File: config.mk
export PLATFORM = sky130hd
export DESIGN_NAME = dyadic_interval_stab_table_flat
export DESIGN_NICKNAME = d
export VERILOG_FILES = /design/src/hdl/distab_pkg.sv /design/src/hdl/distab_if.sv /design/src/hdl/dyadic_interval_stab_table.sv /design/src/flat_wrapper.sv
export SDC_FILE = /design/constraint.sdc
export NUM_CORES = 2
export LEC_CHECK = 0
export BUFFER_PORTS_ARGS = -buffer_cell sky130_fd_sc_hd__buf_2
export CORE_ASPECT_RATIO = 1.5
export CORE_MARGIN = 2
export CORE_UTILIZATION = 55
export DETAILED_ROUTE_END_ITERATION = 7
export GPL_ROUTABILITY_DRIVEN = 1
export GPL_TIMING_DRIVEN = 0
export HOLD_SLACK_MARGIN = 0.02
export PLACE_DENSITY = 0.77
export SYNTH_ARGS = -nofsm -noshare
export SYNTH_HDL_FRONTEND = slang
export SYNTH_SLANG_ARGS = --single-unit
File: constraint.sdc
create_clock -name clk -period 7.62 [get_ports clk]
set_input_delay 0.762 -clock clk [delete_from_list [all_inputs] [get_ports clk]]
set_output_delay 0.762 -clock clk [all_outputs]
set_load 0.005 [all_outputs]
File: src/hdl/distab_pkg.sv
package distab_pkg;

    localparam int ENTRIES   = 64;
    localparam int KEY_BITS  = 16;
    localparam int IDX_W     = $clog2(ENTRIES);
    localparam int COUNT_W   = $clog2(ENTRIES + 1);
    localparam int DEPTH_W   = 4;
    localparam int DEPTH_MAX = KEY_BITS - 1;
    localparam int STATUS_W  = 2;
    localparam int WORD_W    = 3 * KEY_BITS;

    localparam logic FN_INSERT = 1'b0;
    localparam logic FN_LOOKUP = 1'b1;

    localparam logic [STATUS_W-1:0] ST_OK   = 2'd0;
    localparam logic [STATUS_W-1:0] ST_FULL = 2'd1;
    localparam logic [STATUS_W-1:0] ST_ZERO = 2'd2;

endpackage

File: src/hdl/distab_if.sv
interface distab_in_if;
    import distab_pkg::*;

    logic                valid;
    logic                ready;
    logic                func;
    logic [KEY_BITS-1:0] node_key;

    modport source (output valid, output func, output node_key, input ready);
    modport sink   (input valid, input func, input node_key, output ready);
endinterface

interface distab_out_if;
    import distab_pkg::*;

    logic                valid;
    logic                ready;
    logic                found;
    logic [KEY_BITS-1:0] matched_node;
    logic [STATUS_W-1:0] status;
    logic [COUNT_W-1:0]  entry_count;

    modport source (output valid, output found, output matched_node, output status,
                    output entry_count, input ready);
    modport sink   (input valid, input found, input matched_node, input status,
                    input entry_count, output ready);
endinterface

interface distab_cfg_if;
    import distab_pkg::*;

    logic               valid;
    logic               ready;
    logic [DEPTH_W-1:0] data;

    modport source (output valid, output data, input ready);
    modport sink   (input valid, input data, output ready);
endinterface

File: src/hdl/dyadic_interval_stab_table.sv
// Sequence: a lookup scans every entry and then registers its result for the output;
// an insert first doubles the node down to the leaf level (up to KEY_BITS - 1 doubling
// steps), then scans and writes; a node zero insert answers with neither step. One item at a time.
// The scan reads the entry memory through its single read port, one entry per cycle.
// Reset: table empty (valid bits and count cleared), tree_depth 0, no result held.
// Memory contents are not cleared; entries are only read behind their valid bit.
module dyadic_interval_stab_table (
    input  logic          clk,
    input  logic          rst_n,
    distab_in_if.sink     req,
    distab_out_if.source  rsp,
    distab_cfg_if.sink    cfg
);
    import distab_pkg::*;

    typedef enum logic [2:0] {S_IDLE, S_NORM, S_SCAN, S_WRITE, S_DONE} state_t;

    state_t state_reg, state_next;

    logic [DEPTH_W-1:0]  tree_depth_reg;
    logic [ENTRIES-1:0]  entry_valid_reg, entry_valid_next;
    logic [COUNT_W-1:0]  valid_count_reg, valid_count_next;

    logic                func_reg, func_next;
    logic [KEY_BITS-1:0] key_reg, key_next;
    logic [KEY_BITS-1:0] first_reg, first_next;
    logic [KEY_BITS-1:0] span_reg, span_next;
    logic [KEY_BITS-1:0] last_reg, last_next;

    logic [IDX_W:0]      issue_cnt_reg, issue_cnt_next;
    logic                cmp_vld_reg, cmp_vld_next;
    logic [IDX_W-1:0]    cmp_idx_reg, cmp_idx_next;

    logic                hit_reg, hit_next;
    logic [IDX_W-1:0]    hit_idx_reg, hit_idx_next;
    logic                free_reg, free_next;
    logic [IDX_W-1:0]    free_idx_reg, free_idx_next;
    logic [KEY_BITS-1:0] best_last_reg, best_last_next;
    logic [KEY_BITS-1:0] best_first_reg, best_first_next;
    logic [KEY_BITS-1:0] best_node_reg, best_node_next;

    logic                res_found_reg, res_found_next;
    logic [KEY_BITS-1:0] res_node_reg, res_node_next;
    logic [STATUS_W-1:0] res_status_reg, res_status_next;

    logic                out_valid_reg, out_valid_next;
    logic                out_found_reg, out_found_next;
    logic [KEY_BITS-1:0] out_node_reg, out_node_next;
    logic [STATUS_W-1:0] out_status_reg, out_status_next;
    logic [COUNT_W-1:0]  out_count_reg, out_count_next;

    logic [WORD_W-1:0]   mem [ENTRIES];
    logic [WORD_W-1:0]   rd_data_reg;
    logic                mem_we;
    logic [IDX_W-1:0]    mem_waddr;
    logic [WORD_W-1:0]   mem_wdata;

    logic [DEPTH_W-1:0]  eff_depth;
    logic [KEY_BITS-1:0] leaf_start;
    logic [KEY_BITS-1:0] rd_last, rd_first, rd_node;
    logic                ent_ok;
    logic                in_beat;

    assign req.ready = (state_reg == S_IDLE);
    assign cfg.ready = 1'b1;
    assign in_beat   = req.valid && req.ready;

    assign rsp.valid        = out_valid_reg;
    assign rsp.found        = out_found_reg;
    assign rsp.matched_node = out_node_reg;
    assign rsp.status       = out_status_reg;
    assign rsp.entry_count  = out_count_reg;

    assign eff_depth  = (32'(tree_depth_reg) > DEPTH_MAX) ? DEPTH_W'(DEPTH_MAX)
                                                          : tree_depth_reg;
    assign leaf_start = KEY_BITS'(1) << eff_depth;

    assign rd_last  = rd_data_reg[3*KEY_BITS-1:2*KEY_BITS];
    assign rd_first = rd_data_reg[2*KEY_BITS-1:KEY_BITS];
    assign rd_node  = rd_data_reg[KEY_BITS-1:0];
    assign ent_ok   = cmp_vld_reg && entry_valid_reg[cmp_idx_reg];

    always_comb
    begin
        state_next       = state_reg;
        entry_valid_next = entry_valid_reg;
        valid_count_next = valid_count_reg;
        func_next        = func_reg;
        key_next         = key_reg;
        first_next       = first_reg;
        span_next        = span_reg;
        last_next        = last_reg;
        issue_cnt_next   = issue_cnt_reg;
        cmp_vld_next     = 1'b0;
        cmp_idx_next     = cmp_idx_reg;
        hit_next         = hit_reg;
        hit_idx_next     = hit_idx_reg;
        free_next        = free_reg;
        free_idx_next    = free_idx_reg;
        best_last_next   = best_last_reg;
        best_first_next  = best_first_reg;
        best_node_next   = best_node_reg;
        res_found_next   = res_found_reg;
        res_node_next    = res_node_reg;
        res_status_next  = res_status_reg;
        out_valid_next   = out_valid_reg && !rsp.ready;
        out_found_next   = out_found_reg;
        out_node_next    = out_node_reg;
        out_status_next  = out_status_reg;
        out_count_next   = out_count_reg;
        mem_we           = 1'b0;
        mem_waddr        = hit_reg ? hit_idx_reg : free_idx_reg;
        mem_wdata        = {last_reg, first_reg, key_reg};

        case (state_reg)
            S_IDLE:
            begin
                if (in_beat)
                begin
                    func_next      = req.func;
                    key_next       = req.node_key;
                    first_next     = req.node_key;
                    span_next      = KEY_BITS'(1);
                    last_next      = req.node_key;
                    issue_cnt_next = '0;
                    hit_next       = 1'b0;
                    free_next      = 1'b0;
                    if (req.func == FN_LOOKUP)
                        state_next = S_SCAN;
                    else if (req.node_key == '0)
                    begin
                        res_found_next  = 1'b0;
                        res_node_next   = '0;
                        res_status_next = ST_ZERO;
                        state_next      = S_DONE;
                    end
                    else
                        state_next = S_NORM;
                end
            end
            S_NORM:
            begin
                // one doubling per cycle down to the leaf level
                if (first_reg < leaf_start)
                begin
                    first_next = first_reg << 1;
                    span_next  = span_reg << 1;
                end
                else
                begin
                    last_next  = first_reg + span_reg - KEY_BITS'(1);
                    state_next = S_SCAN;
                end
            end
            S_SCAN:
            begin
                if (issue_cnt_reg < (IDX_W+1)'(ENTRIES))
                begin
                    cmp_vld_next   = 1'b1;
                    cmp_idx_next   = issue_cnt_reg[IDX_W-1:0];
                    issue_cnt_next = issue_cnt_reg + 1'b1;
                end
                else if (!cmp_vld_reg)
                    state_next = S_WRITE;

                if (func_reg == FN_INSERT)
                begin
                    if (ent_ok && rd_last == last_reg)
                    begin
                        hit_next     = 1'b1;
                        hit_idx_next = cmp_idx_reg;
                    end
                    if (cmp_vld_reg && !entry_valid_reg[cmp_idx_reg] && !free_reg)
                    begin
                        free_next     = 1'b1;
                        free_idx_next = cmp_idx_reg;
                    end
                end
                else if (ent_ok && rd_last >= key_reg &&
                         (!hit_reg || rd_last < best_last_reg))
                begin
                    hit_next        = 1'b1;
                    best_last_next  = rd_last;
                    best_first_next = rd_first;
                    best_node_next  = rd_node;
                end
            end
            S_WRITE:
            begin
                state_next = S_DONE;
                if (func_reg == FN_INSERT)
                begin
                    res_found_next  = 1'b0;
                    res_node_next   = '0;
                    res_status_next = ST_OK;
                    if (hit_reg)
                        mem_we = 1'b1;
                    else if (free_reg)
                    begin
                        mem_we                          = 1'b1;
                        entry_valid_next[free_idx_reg]  = 1'b1;
                        valid_count_next                = valid_count_reg + 1'b1;
                    end
                    else
                        res_status_next = ST_FULL;
                end
                else
                begin
                    res_found_next  = hit_reg && (best_first_reg <= key_reg);
                    res_node_next   = (hit_reg && (best_first_reg <= key_reg))
                                      ? best_node_reg : '0;
                    res_status_next = ST_OK;
                end
            end
            S_DONE:
            begin
                if (!out_valid_reg || rsp.ready)
                begin
                    out_valid_next  = 1'b1;
                    out_found_next  = res_found_reg;
                    out_node_next   = res_node_reg;
                    out_status_next = res_status_reg;
                    out_count_next  = valid_count_reg;
                    state_next      = S_IDLE;
                end
            end
            default:
            begin
                state_next = S_IDLE;
            end
        endcase
    end

    always_ff @(posedge clk or negedge rst_n)
    begin
        if (!rst_n)
        begin
            state_reg       <= S_IDLE;
            tree_depth_reg  <= '0;
            entry_valid_reg <= '0;
            valid_count_reg <= '0;
            issue_cnt_reg   <= '0;
            cmp_vld_reg     <= 1'b0;
            hit_reg         <= 1'b0;
            free_reg        <= 1'b0;
            out_valid_reg   <= 1'b0;
        end
        else
        begin
            state_reg       <= state_next;
            if (cfg.valid && cfg.ready)
                tree_depth_reg <= cfg.data;
            entry_valid_reg <= entry_valid_next;
            valid_count_reg <= valid_count_next;
            issue_cnt_reg   <= issue_cnt_next;
            cmp_vld_reg     <= cmp_vld_next;
            hit_reg         <= hit_next;
            free_reg        <= free_next;
            out_valid_reg   <= out_valid_next;
        end
    end

    always_ff @(posedge clk)
    begin
        func_reg       <= func_next;
        key_reg        <= key_next;
        first_reg      <= first_next;
        span_reg       <= span_next;
        last_reg       <= last_next;
        cmp_idx_reg    <= cmp_idx_next;
        hit_idx_reg    <= hit_idx_next;
        free_idx_reg   <= free_idx_next;
        best_last_reg  <= best_last_next;
        best_first_reg <= best_first_next;
        best_node_reg  <= best_node_next;
        res_found_reg  <= res_found_next;
        res_node_reg   <= res_node_next;
        res_status_reg <= res_status_next;
        out_found_reg  <= out_found_next;
        out_node_reg   <= out_node_next;
        out_status_reg <= out_status_next;
        out_count_reg  <= out_count_next;
    end

    // entry memory: one write port, one registered read port
    always_ff @(posedge clk)
    begin
        if (mem_we)
            mem[mem_waddr] <= mem_wdata;
        rd_data_reg <= mem[issue_cnt_reg[IDX_W-1:0]];
    end

    a_count_matches_valid: assert property (@(posedge clk) disable iff (!rst_n)
        $countones(entry_valid_reg) == 32'(valid_count_reg))
        else $error("valid count out of step with valid bits");

    a_full_only_when_full: assert property (@(posedge clk) disable iff (!rst_n)
        rsp.valid && rsp.status == ST_FULL |-> rsp.entry_count == COUNT_W'(ENTRIES))
        else $error("full status with free slots");

    a_hit_means_ok: assert property (@(posedge clk) disable iff (!rst_n)
        rsp.valid && rsp.found |-> rsp.status == ST_OK && rsp.matched_node != '0)
        else $error("hit with bad status or node");

    a_norm_nonzero: assert property (@(posedge clk) disable iff (!rst_n)
        state_reg == S_NORM |-> first_reg != '0)
        else $error("doubling a zero node");

    a_write_once: assert property (@(posedge clk) disable iff (!rst_n)
        mem_we |=> !mem_we && state_reg == S_DONE)
        else $error("memory written outside the write step");

endmodule
File: src/flat_wrapper.sv
// flat-port wrapper written by rule: the top's interface ports become plain ports
module dyadic_interval_stab_table_flat import distab_pkg::*;
  (clk, rst_n, req_valid, req_func, req_node_key, req_ready, rsp_valid, rsp_found, rsp_matched_node, rsp_status, rsp_entry_count, rsp_ready, cfg_valid, cfg_data, cfg_ready);
  distab_in_if req_i ();
  distab_out_if rsp_i ();
  distab_cfg_if cfg_i ();
  input  logic clk;
  input  logic rst_n;
  input wire logic [$bits(req_i.valid)-1:0] req_valid;
  input wire logic [$bits(req_i.func)-1:0] req_func;
  input wire logic [$bits(req_i.node_key)-1:0] req_node_key;
  output wire logic [$bits(req_i.ready)-1:0] req_ready;
  output wire logic [$bits(rsp_i.valid)-1:0] rsp_valid;
  output wire logic [$bits(rsp_i.found)-1:0] rsp_found;
  output wire logic [$bits(rsp_i.matched_node)-1:0] rsp_matched_node;
  output wire logic [$bits(rsp_i.status)-1:0] rsp_status;
  output wire logic [$bits(rsp_i.entry_count)-1:0] rsp_entry_count;
  input wire logic [$bits(rsp_i.ready)-1:0] rsp_ready;
  input wire logic [$bits(cfg_i.valid)-1:0] cfg_valid;
  input wire logic [$bits(cfg_i.data)-1:0] cfg_data;
  output wire logic [$bits(cfg_i.ready)-1:0] cfg_ready;
  assign req_i.valid = req_valid;
  assign req_i.func = req_func;
  assign req_i.node_key = req_node_key;
  assign req_ready = req_i.ready;
  assign rsp_valid = rsp_i.valid;
  assign rsp_found = rsp_i.found;
  assign rsp_matched_node = rsp_i.matched_node;
  assign rsp_status = rsp_i.status;
  assign rsp_entry_count = rsp_i.entry_count;
  assign rsp_i.ready = rsp_ready;
  assign cfg_i.valid = cfg_valid;
  assign cfg_i.data = cfg_data;
  assign cfg_ready = cfg_i.ready;
  dyadic_interval_stab_table u_core (.clk(clk), .rst_n(rst_n), .req(req_i), .rsp(rsp_i), .cfg(cfg_i));
endmodule
== Word-level counts from Yosys, hierarchy flattened ==
Memories as Yosys holds them, arrays and structs flattened. A register that Yosys moved wholly into a read port is not among the register bits.
Cells that the tools add are included.

* Add/sub/neg operators: 4
* Bitwise logic cells: 3
* Shift operators: 1
* Magnitude comparators: 8
* Multiplexer cells: 60
* Reduce and logical (&&, ||, !) cells: 36
* Eq/ne operators: 18

{| class="wikitable"
|+ Operator list
! cell !! count
|-
| $mux 16 || 10
|-
| $pmux 16 s2 || 4
|-
| $or 64x64->64 || 1
|-
| $lt 16x16->1 || 2
|-
| $mux 1 || 23
|-
| $mux 3 || 7
|-
| $reduce_and 3->1 || 6
|-
| $add 16x16->16 || 1
|-
| $eq 16x16->1 || 1
|-
| $ge 16x16->1 || 1
|-
| $le 16x16->1 || 1
|-
| $logic_not 16->1 || 1
|-
| $reduce_and 4->1 || 4
|-
| $shl 1x4->16 const A || 1
|-
| $sub 16x1->16 const B || 1
|-
| $pmux 3 s5 || 1
|-
| $add 7x1->7 const B || 2
|-
| $lt 6x7->1 const B || 2
|-
| $mux 7 || 2
|-
| $ne 2x2->1 const B || 7
|-
| $pmux 7 s2 || 1
|-
| $logic_and 1x1->1 || 10
|-
| $mux 2 || 5
|-
| $ne 2x1->1 const B || 4
|-
| 19 further kinds || 32
|}

* Register bits: 265
* Memory bits (writable): 3072
* Memories kept: 1
* Output and inout port bits: 29
* Bits of input ports: 26
* Word-level logic and storage cells: 158

{| class="wikitable"
|+ Memories
! memory !! depth !! bits a word !! rd ports !! clocked after Yosys merged registers in !! wr ports !! line !! text
|-
| u_core.mem || 64 || 48 || 1 || 1 || 1 || dyadic_interval_stab_table.sv:52 || <nowiki>logic [WORD_W-1:0] mem [ENTRIES];</nowiki>
|}

== Logic depth before layout (Yosys ltp) ==
* Depth in word-level cells: 8
* Mapped depth: 13
* Gate-level depth less buffers: 13

== Worst setup path before layout ==
Ideal clock, no wire load.

* Kind: reg2reg
* Start point: register u_core.first_reg[5]
* End point: register u_core.first_reg[0], enable pin
* Setup time: 466 ps
* Period minus slack after synthesis: 5282 ps
* Path buffers: 0
* Data required time: 7154 ps
* Path slack: 2338 ps
* Stages on the path, launching flop included: 8
* Data arrival time: 4816 ps
* Cell sequence: edfxtp_1 > ha_1 > a21o_1 > a21o_1 > a221oi_1 > a2111oi_0 > or3_1 > o21ai_0

* Word-level cells in the longest chain between the ends: 3

{| class="wikitable"
|+ RTL lines
! element !! line !! text
|-
| start, declared || dyadic_interval_stab_table.sv:26 || <nowiki>logic [KEY_BITS-1:0] first_reg, first_next;</nowiki>
|-
| start signal, assigned || dyadic_interval_stab_table.sv:267 || <nowiki>first_reg <= first_next;</nowiki>
|-
| $lt 16x16->1 || dyadic_interval_stab_table.sv:144 || <nowiki>if (first_reg < leaf_start)</nowiki>
|-
| $ne 2x1->1 (no line) || - ||
|-
| $reduce_and 3->1 (no line) || - ||
|}

No other way between the ends.
A chain may end at the register's enable or synchronous reset.

== Worst setup path in the final report ==
* Start point: register u_core.state_reg[2]
* End point: memory u_core.mem[32][18] (netlist name), enable pin

* Word-level cells in the longest chain between the ends: 4

{| class="wikitable"
|+ RTL lines
! element !! line !! text
|-
| start, declared || dyadic_interval_stab_table.sv:18 || <nowiki>state_t state_reg, state_next;</nowiki>
|-
| start signal, assigned || dyadic_interval_stab_table.sv:250 || <nowiki>state_reg <= state_next;</nowiki>
|-
| $eq 3x2->1 || dyadic_interval_stab_table.sv:115 || <nowiki>case (state_reg)</nowiki>
|-
| $mux 1 || dyadic_interval_stab_table.sv:115 ||
|-
| $mux 1 || dyadic_interval_stab_table.sv:288 || <nowiki>if (mem_we)</nowiki>
|-
| $mux 1 (implied by the code) || dyadic_interval_stab_table.sv:289 || <nowiki>mem[mem_waddr] <= mem_wdata;</nowiki>
|-
| end, declared || dyadic_interval_stab_table.sv:52 ||
|}

No other way between the ends.

==> results.txt <==
Mean Syn Cell Area = 22.9 um2
Site Rows = 219
fmax = 201 MHz
sequential cell area fraction in the yosys report = 0.767
DRC = 0
Crit Path Max Fanout = 21
initial antenna violation count = 23
share of layout cells above drive strength 1 = 0.283
vias in the first global route = 69,000
DRT antenna net count = 0
area added between synthesis and finish = 15.1%
Final Hold Vio Count = 0
Slew headroom = -0.0935
Power Density = 352 nW/um2
setup violators final = 0
clk sinks = 3,385
path depth of the worst reg2reg path = 6
Via density = 6.88
total track usage = 0.306
Synth cell types = 66
Design Area, Final = 151,000 um2
syn_nets = 5,848
die area = 243,000 um2
Post-synth top flop = edfxtp_1
worst hold path depth = 1
failing checks = capacitance limit, slew limit
PostCTS Resize Cnt = 0
pre-CTS setup slack = 2.95 ns
Num CTS Buffers = 306
Slew @ Worst Pin = 1.64 ns
num ports = 55
Cell Chain, Critical Path = nand3b_1 > nor3_2 > nand4b_1 > nor2_4 > buf_12 > buf_12
clk buf depth = 4
max FFs per register = 3,072
max cap viols = 3
DRT iter0 DRCs = 8,557
GR Util met3 = 0.0759
RSZ-0062 raised after global routing = false
CORE AREA = 237,000 um2
CP required = 8.15 ns
TritonCTS clock tree = yes
most frequent cell after synthesis = edfxtp_1
synth warn = 0
setup ws final = 2.64 ns
Crit path top cell by count = buf_12
# nets final = 6,433
Crit path arrival time = 5.51 ns
CP peak stage delay = 1.00 ns
H-tree depth = 5
Die Span X = 403 um
critical path class = flop to flop
startpoint types = flop
clk slew on worst S/H paths = 0.07 ns
Avg WL per Cell = 38.4 um
total grt overflow = 0
Port Buf Inserts = 53
GR Util met2 = 0.528
Root Buffer = clkbuf_16
number of synthesized register bits = 3,385
Cell Area, Placed = 141,000 um2
status = finished, violations left
largest cells by area after synthesis = edfxtp_1, mux4_2, mux2i_1
Post-Syn Instances = 5,728
Period minus WS final = 4.98 ns
CP max stage cell = nor2_4
largest net degree at the start of global routing = 59
Post-synth top cells = edfxtp_1, mux4_2, mux2i_1
busiest grt layer = met2
count of pins over their slew limit = 32
GP Congestion = 0.911
VDD IR-drop max = 0.000384 V
critical path capture point type = flop
clock latency at the later pin of the worst-skew pair = 0.90 ns
Die H = 602 um
post-DP HPWL = 241 mm
Leak = 47.7 nW
Pre-antenna DRT Iters = 6
Hold Path Class = input pin to flop
area leader, netlist = edfxtp_1
synthesized cell area = 131,000 um2
EDFF count, synth = 3,248
Initial Util = 0.553
Worst Skew = 0.0725 ns
Detailed Route WL = 371 mm
via count = 66,500
Tcrit/Tclk final = 0.654
fillers = 14,600
Yosys top cell area share = 0.743
first-pass GRT wire length = 516 mm
share of flip-flops with an asynchronous set or reset = 0.0263
met1 Use GR = 0.333
## layout by cell type (no fill, tap or decap), types with 60 or more instances in the layout
cell and count:
dfrtp_1 89, clkbuf_1 142, mux4_2 880, buf_4 60, nor2_4 64, ha_1 93, mux2i_1 434, edfxtp_1 3248
clkbuf_16 313, buf_16 91, inv_1 98, buf_2 147, buf_12 128
## stage by stage
stage	hold slack [ns]	total power, W	setup TNS (ns)	instances	utilization
3_3_place_gp	0.389	0.0360	-186.39	8875	0.571
4_1_cts	0.106	0.0529	0	9645	0.636
2_1_floorplan	0.386	0.0317	0	5728	-
3_5_place_dp	0.389	0.0373	0	9098	0.594
5_1_grt	0.140	0.0543	0	9650	0.636
6_report	0.138	0.0531	0	9665	0.636
## power by group
part / internal [W] / switching [W] / leakage (nW)
Sequential: 0.0225 / 0.000790 / 30.9
Clock: 0.00875 / 0.00688 / 4.84
Combinational: 0.00586 / 0.00830 / 12.0
## what timing repair did
item | 4_1_cts | 5_1_grt
hold endpoints to repair | 31 | 0
buffers inserted | 0 | 0
hold buffers | 1 | 0
## layer usage
| metal | share of wire | vias up |
|---|---|---|
| li1 | - | 25300 |
| met1 | 0.30 | 34400 |
| met2 | 0.52 | 5239 |
| met3 | 0.10 | 1516 |
| met4 | 0.082 | 20 |
| met5 | 0.00037 | - |
## cells by family (layout without fill, tap and decap cells)
logic type	count (synthesis)	count (layout)	share of synthesized area
mux	1322	1322	0.185
simple gates	301	301	0.0112
other cells	1	21	0.0000286
xor+xnor	39	39	0.00260
flops	3385	3385	0.767
fa+ha+maj	94	94	0.00902
buf+inv	374	1197	0.0139
compound gates	212	212	0.0110
## worst paths after layout
| check | slack (ns) | from | to |
|---|---|---|---|
| max in group asynchronous | 6.43 | rst_n | u_core.eff_depth[1]$_DFFE_PN0P_ |
| hold / removal | 0.14 | req_node_key[7] | u_core.key_reg[7]$_DFFE_PP_ |
| hold reg to reg | 0.39 | u_core.res_node_reg[2]$_SDFFCE_PN0P_ | u_core.rsp.matched_node[2]$_DFFE_PP_ |
| setup reg to reg | 2.64 | u_core.state_reg[2]$_DFFE_PN0P_ | u_core.mem[32][18]$_DFFE_PP_ |
| min in group asynchronous | 0.41 | rst_n | u_core.valid_count_reg[0]$_DFFE_PN0P_ |
| setup / recovery | 2.64 | u_core.state_reg[2]$_DFFE_PN0P_ | u_core.mem[32][18]$_DFFE_PP_ |
## cell type report
cell class,count,area [um2],area share
clock inverter,163,1740,0.0115
buffer,274,1460,0.00964
antenna,20,50.0,0.000331
multi-input combinational,1969,29200,0.194
timing repair buffer,277,5400,0.0357
inverter,100,375,0.00249
clock buffer,383,8180,0.0541
sequential,3385,101000,0.667
tap,3094,3870,0.0256
## critical path: cells and delay by family (launching register included)
family | cells | cell delay [ns]
simple gates | 4 | 3.52
buf+inv | 2 | 0.52
flops | 1 | 0.49
Note: power is estimated with default switching activity, not from simulation.
